[src/rtl/cc32fz_pkg.sv]
// ----------------------------------------------------------------------------
// cc32fz_pkg
// Shared constants for the CRC-32 checker with a zeroed stored-CRC field.
// ----------------------------------------------------------------------------
package cc32fz_pkg;

  localparam logic [31:0] CRC_POLY   = 32'hEDB8_8320;
  localparam logic [31:0] CRC_PRESET = 32'hFFFF_FFFF;

  // first byte of the stored-CRC field; the field is four bytes long
  localparam int CRC_FIELD_OFFSET = 12;
  localparam int CRC_FIELD_LEN    = 4;
  localparam int POS_LIMIT = (CRC_FIELD_OFFSET + CRC_FIELD_LEN > 16) ?
                             (CRC_FIELD_OFFSET + CRC_FIELD_LEN) : 16;
  localparam int POS_W = $clog2(POS_LIMIT + 1);

  localparam int ADDR_W = 3;

  // register index, taken from paddr[2]
  typedef enum logic {
    REG_EXPECTED_CRC = 1'b0,
    REG_NONE         = 1'b1
  } reg_idx_t;

  typedef logic [POS_W-1:0] pos_t;

endpackage

[src/rtl/cc32fz_crc_step.sv]
// ----------------------------------------------------------------------------
// cc32fz_crc_step
// One byte of reflected CRC-32 update, with the stored-CRC window zeroed,
// and the saturating byte position.
// ----------------------------------------------------------------------------
module cc32fz_crc_step
  import cc32fz_pkg::*;
(
  input  logic [31:0] crc,
  input  logic [7:0]  data_byte,
  input  pos_t        pos,
  output logic [31:0] crc_next,
  output pos_t        pos_next
);

  logic        in_window;
  logic [7:0]  byte_eff;
  logic [31:0] c;

  assign in_window = (pos >= pos_t'(CRC_FIELD_OFFSET)) &&
                     (pos <  pos_t'(CRC_FIELD_OFFSET + CRC_FIELD_LEN));
  assign byte_eff  = in_window ? 8'h00 : data_byte;

  always_comb begin
    c = crc ^ {24'h0, byte_eff};
    for (int k = 0; k < 8; k++) begin
      c = (c >> 1) ^ (CRC_POLY & {32{c[0]}});
    end
    crc_next = c;
  end

  assign pos_next = (pos < pos_t'(POS_LIMIT)) ? pos + pos_t'(1) : pos;

endmodule

[src/rtl/cc32fz_regs.sv]
// ----------------------------------------------------------------------------
// cc32fz_regs
// APB register file: holds the expected CRC.
// ----------------------------------------------------------------------------
module cc32fz_regs
  import cc32fz_pkg::*;
(
  input  logic              clk,
  input  logic              rst,
  input  logic              psel,
  input  logic              penable,
  input  logic              pwrite,
  input  logic [ADDR_W-1:0] paddr,
  input  logic [31:0]       pwdata,
  output logic [31:0]       prdata,
  output logic              pready,
  output logic [31:0]       expected_crc
);

  reg_idx_t idx;

  assign idx    = reg_idx_t'(paddr[2]);
  assign pready = 1'b1;

  always_ff @(posedge clk) begin
    if (rst) begin
      expected_crc <= '0;
    end else if (psel && penable && pwrite && pready && idx == REG_EXPECTED_CRC) begin
      expected_crc <= pwdata;
    end
  end

  always_comb begin
    case (idx)
      REG_EXPECTED_CRC: prdata = expected_crc;
      default:          prdata = '0;
    endcase
  end

endmodule

[src/rtl/container_crc32_field_zeroed_check.sv]
// ----------------------------------------------------------------------------
// container_crc32_field_zeroed_check
// Running CRC-32 over a byte stream, stored-CRC field read as zero; gives the
// final CRC and a match flag on the last byte of each file.
//
//   channel | dir | handshake         | payload
//   s_*     | in  | tvalid/tready     | tdata = data_byte, tlast = last
//   m_*     | out | tvalid/tready     | tdata = computed_crc, tuser = crc_match
//   apb     | in  | psel/penable      | expected_crc at address 0
//
// One item per cycle while the result is not stalled; an item passes an input
// register, then the CRC update into the running CRC and result register.
// Reset (rst, synchronous) presets the CRC to all ones and clears position.
// A stalled result holds both stages; s_tready follows the output register.
// ----------------------------------------------------------------------------
module container_crc32_field_zeroed_check
  import cc32fz_pkg::*;
(
  input  logic              clk,
  input  logic              rst,
  input  logic              s_tvalid,
  output logic              s_tready,
  input  logic [7:0]        s_tdata,   // [7:0] data_byte
  input  logic              s_tlast,
  output logic              m_tvalid,
  input  logic              m_tready,
  output logic [31:0]       m_tdata,   // [31:0] computed_crc
  output logic              m_tuser,   // [0] crc_match
  input  logic              psel,
  input  logic              penable,
  input  logic              pwrite,
  input  logic [ADDR_W-1:0] paddr,
  input  logic [31:0]       pwdata,
  output logic [31:0]       prdata,
  output logic              pready
);

  logic [31:0] expected_crc;
  logic        adv;
  logic        in_valid;
  logic [7:0]  in_byte;
  logic        in_last;
  logic [31:0] running_crc;
  pos_t        byte_position;
  logic [31:0] crc_next;
  pos_t        pos_next;
  logic [31:0] final_crc;

  cc32fz_regs u_regs (
    .clk          (clk),
    .rst          (rst),
    .psel         (psel),
    .penable      (penable),
    .pwrite       (pwrite),
    .paddr        (paddr),
    .pwdata       (pwdata),
    .prdata       (prdata),
    .pready       (pready),
    .expected_crc (expected_crc)
  );

  cc32fz_crc_step u_step (
    .crc       (running_crc),
    .data_byte (in_byte),
    .pos       (byte_position),
    .crc_next  (crc_next),
    .pos_next  (pos_next)
  );

  assign adv       = !m_tvalid || m_tready;
  assign s_tready  = adv;
  assign final_crc = ~crc_next;

  always_ff @(posedge clk) begin
    if (rst) begin
      in_valid      <= 1'b0;
      m_tvalid      <= 1'b0;
      running_crc   <= CRC_PRESET;
      byte_position <= '0;
    end else if (adv) begin
      in_valid <= s_tvalid;
      m_tvalid <= in_valid && in_last;
      if (in_valid) begin
        if (in_last) begin
          running_crc   <= CRC_PRESET;
          byte_position <= '0;
        end else begin
          running_crc   <= crc_next;
          byte_position <= pos_next;
        end
      end
    end
  end

  always_ff @(posedge clk) begin
    if (adv) begin
      in_byte <= s_tdata;
      in_last <= s_tlast;
      if (in_valid && in_last) begin
        m_tdata <= final_crc;
        m_tuser <= (expected_crc == 32'h0) || (expected_crc == final_crc);
      end
    end
  end

endmodule

[config.mk]
export PLATFORM = sky130hd
export DESIGN_NAME = container_crc32_field_zeroed_check
export DESIGN_NICKNAME = d
export VERILOG_FILES = /design/src/rtl/cc32fz_pkg.sv /design/src/rtl/cc32fz_crc_step.sv /design/src/rtl/cc32fz_regs.sv /design/src/rtl/container_crc32_field_zeroed_check.sv
export SDC_FILE = /design/constraint.sdc
export NUM_CORES = 1
export LEC_CHECK = 0
export ABC_AREA = 0
export BUFFER_PORTS_ARGS = -buffer_cell sky130_fd_sc_hd__buf_2
export CAP_MARGIN = 20
export CORE_AREA = 10 10 120 122
export DETAILED_ROUTE_END_ITERATION = 12
export DIE_AREA = 0 0 130 132
export GPL_TIMING_DRIVEN = 0
export PLACE_DENSITY = 0.76
export SLEW_MARGIN = 25
export SYNTH_ARGS = -nofsm -noshare
export SYNTH_HDL_FRONTEND = slang
export SYNTH_SLANG_ARGS = --single-unit
export TNS_END_PERCENT = 30
[constraint.sdc]
create_clock -name clk -period 2.6 [get_ports clk]
set_input_delay 0.13 -clock clk [delete_from_list [all_inputs] [get_ports clk]]
set_output_delay 0.13 -clock clk [all_outputs]
set_load 0.02 [all_outputs]
==> results.py <==
metrics = {
    "global_routing": {
        "grt_pass1_wl_um": 28400,
        "grt_max_degree": 19,
        "grt_util_met3_pct": 5.91,
        "grt-busiest-layer": "met2",
        "grt.total_usage_pct": 21.1,
        "grt_pass1_vias": 5174,
        "grt_overflow": 0,
        "met2_usage_pct": 33.0,
        "antenna_found_initial": 0,
        "use_met1_pct": 26.9,
    },
    "cts": {
        "cts_tree": "built",
        "clk_latency_ns": 0.42,
        "cts_root_buf": "clkbuf_16",
        "cts_buffer_depth": 2,
        "cts_buffers": 17,
        "cts_htree_levels": 4,
        "clkTransAtPathRegs_ns": 0.05,
        "clock_sinks": 113,
    },
    "logic_synthesis": {
        "ys.flop_type": "dfxtp_1",
        "ys_top_cells_by_count": "nand2_1, dfxtp_1, xnor2_1, edfxtp_1, a21oi_1",
        "syn_area_um2": 5930,
        "postSynthCellCount": 556,
        "ys_types": 50,
        "synth-edff-count": 42,
        "ys_seq_area_share_pct": 45.3,
        "syn-mean-instance-area_um2": 10.7,
        "synth_nets": 609,
        "async_flop_share_pct": 0,
        "yosysWarningCount": 0,
        "yosysMostFrequentCell": "nand2_1",
        "yosys-top-cells-area": "dfxtp_1, edfxtp_1, xnor3_1",
        "ys_ff_latch": 113,
        "yosysTopAreaCell": "dfxtp_1",
        "netlist.area_leader.share_pct": 24.0,
    },
    "layout": {
        "layout-drive-gt1-share_pct": 29.9,
        "syn2layout_area_growth_pct": 38.2,
        "antennaDiodeCount": 0,
        "nNetsFinal": 827,
        "fill_cells": 791,
    },
    "timing": {
        "fmax_mhz": 346,
        "rsz0062_at_grt": "true",
        "relSlewSlack_pct": 51.5,
        "worst_pin_slew_ns": 0.727,
        "post-route-period-util_pct": 111,
        "hold_viol": 0,
        "fin_tns_setup_ns": -0.290,
        "setup_viol_count_final": 1,
        "drv_slew": 0,
        "fin_ws_ns": -0.290,
        "period_needed_ns": 2.89,
        "fin_skew_ns": 0.00874,
    },
    "pwr": {
        "power.total_w": 0.00620,
        "powerDensity_nw_per_um2": 757,
        "ir_drop_mv": 0.321,
        "power.leakage_nw": 3.55,
    },
    "outcome": {
        "violations": "negative setup slack",
        "status": "complete, but fails checks",
    },
    "critical_path": {
        "slowest_delay_ns": 0.49,
        "cp.arrival_ns": 3.09,
        "path_buf_inv": 1,
        "required_ns": 2.80,
        "crit_family": "XOR/XNOR gates",
        "criticalPathCategory": "reg2reg",
        "critical_path.cell_chain": "clkbuf_4 > nand4b_1 > o211a_2 > xnor2_4 > xnor3_2 > xnor2_1 > nand4_1 > o41ai_2",
        "slowest_stage": "xnor3_2",
        "startpoint_type": "flop",
        "cp-end-kind": "flop",
        "path_max_fanout": 10,
    },
    "routing": {
        "vias": 5225,
        "drtAntennaViolNets": 0,
        "drt_iter0_markers": 479,
        "finalWirelength_um": 19200,
        "vias_per_cell": 5.59,
        "drc": 0,
        "first_pass_iters": 7,
        "wire_per_inst_um": 20.5,
    },
    "flow_run": {
        "cap_violations": 0,
    },
    "floorplanning": {
        "io_pins": 119,
        "die_h_um": 132,
        "core_area_um2": 11900,
        "core.rowCount": 40,
        "die_area_um2": 17200,
        "start_util_pct": 49.8,
        "fp.dieW_um": 130,
    },
    "min_path": {
        "hp-class": "in2reg",
    },
    "place": {
        "portBuffers": 115,
        "dp_hpwl_um": 12800,
        "routabilityCongestion": 0.912,
    },
}
[final timing paths]
| path | slack, ns | endpoint | start | depth (start not counted) |
|---|---|---|---|---|
| setup / recovery | -0.29 | m_tuser | byte_position[4] | 8 |
| hold / removal | 0.06 | running_crc[30] | rst | 3 |
| setup reg to reg | -0.29 | m_tuser | byte_position[4] | 8 |
| hold reg to reg | 0.48 | running_crc[12] | running_crc[12] | 2 |
[tightest hold or removal path, stage by stage]
cell,delay (ns)
buf_2,0.12
nor2_2,0.09
o211ai_1,0.09
[metrics by stage]
step | utilization [%] | instance area (µm²) | setup WS (ns) | std cells | hold slack (ns)
after global placement | 56.4 | 6720 | -0.463 | 818 | 0.307
after floorplan | - | 5960 | -0.00166 | 556 | 0.229
after detailed placement | 56.4 | 6720 | -0.600 | 818 | 0.309
final | 68.8 | 8190 | -0.290 | 934 | 0.0576
after CTS | 65.5 | 7810 | -0.395 | 901 | 0.0547
after global routing | 68.8 | 8190 | -0.405 | 934 | 0.0689
[state kept, by name, indices dropped and copies added (netlist names)]
register and cells:
u_regs.expected_crc 32, in_byte 8, in_last 1, m_tuser 1, m_tvalid 1, m_tdata 32
running_crc 32, byte_position 5, in_valid 1
[what timing repair did]
item / CTS / global route
gates cloned: 1 / 1
gates resized for setup: 6 / 36
endpoints found under the hold margin: 42 / 0
hold buffers: 42 / 0
setup buffers: 8 / 33
pin swaps: 3 / 16
setup endpoints to repair: 37 / 32
[kinds of logic after synthesis]
| logic type | synth area share [%] |
|---|---|
| AO/OA/AOI/OAI | 11.7 |
| XOR/XNOR | 21.9 |
| adder cells (fa/ha/maj) | 0.422 |
| buffers and inverters | 2.72 |
| flip-flops | 45.3 |
| multiplexers | 0.675 |
| other | 0.0633 |
| AND/OR/NAND/NOR | 17.2 |
[where the power goes]
group | internal, W | leakage, nW | switching (W)
clock | 0.00131 | 0.249 | 0.000849
combinational | 0.000948 | 2.32 | 0.000978
sequential | 0.00203 | 0.979 | 0.0000929
[layout make-up]
type | count | area (µm²) | share of cell area [%]
inverters | 9 | 40.0 | 0.489
well taps | 147 | 184 | 2.24
clock inverters | 13 | 115 | 1.41
clock buffers | 19 | 433 | 5.28
repair inverters | 1 | 7.51 | 0.0916
plain buffers | 30 | 144 | 1.76
repair buffers | 199 | 1330 | 16.2
flip-flops and latches | 113 | 2690 | 32.8
multi-input cells | 403 | 3260 | 39.8
[placed cells by master, fill, tap and decap left out, types with 20 or more instances in the layout]
cell	count
a21oi_1	38
buf_2	116
buf_4	41
clkbuf_1	24
dfxtp_1	68
dlygate4sd3_1	42
edfxtp_1	42
nand2_1	101
nor2b_1	35
o211ai_1	36
xnor2_1	39
xor2_1	20
[per-layer routing]
| metal | wire, µm | up-vias |
|---|---|---|
| met5 | 0 | - |
| met4 | 552 | 0 |
| met3 | 1860 | 46 |
| met2 | 8990 | 296 |
| met1 | 7750 | 2496 |
| li1 | - | 2387 |
(Power assumes the default switching activity.)
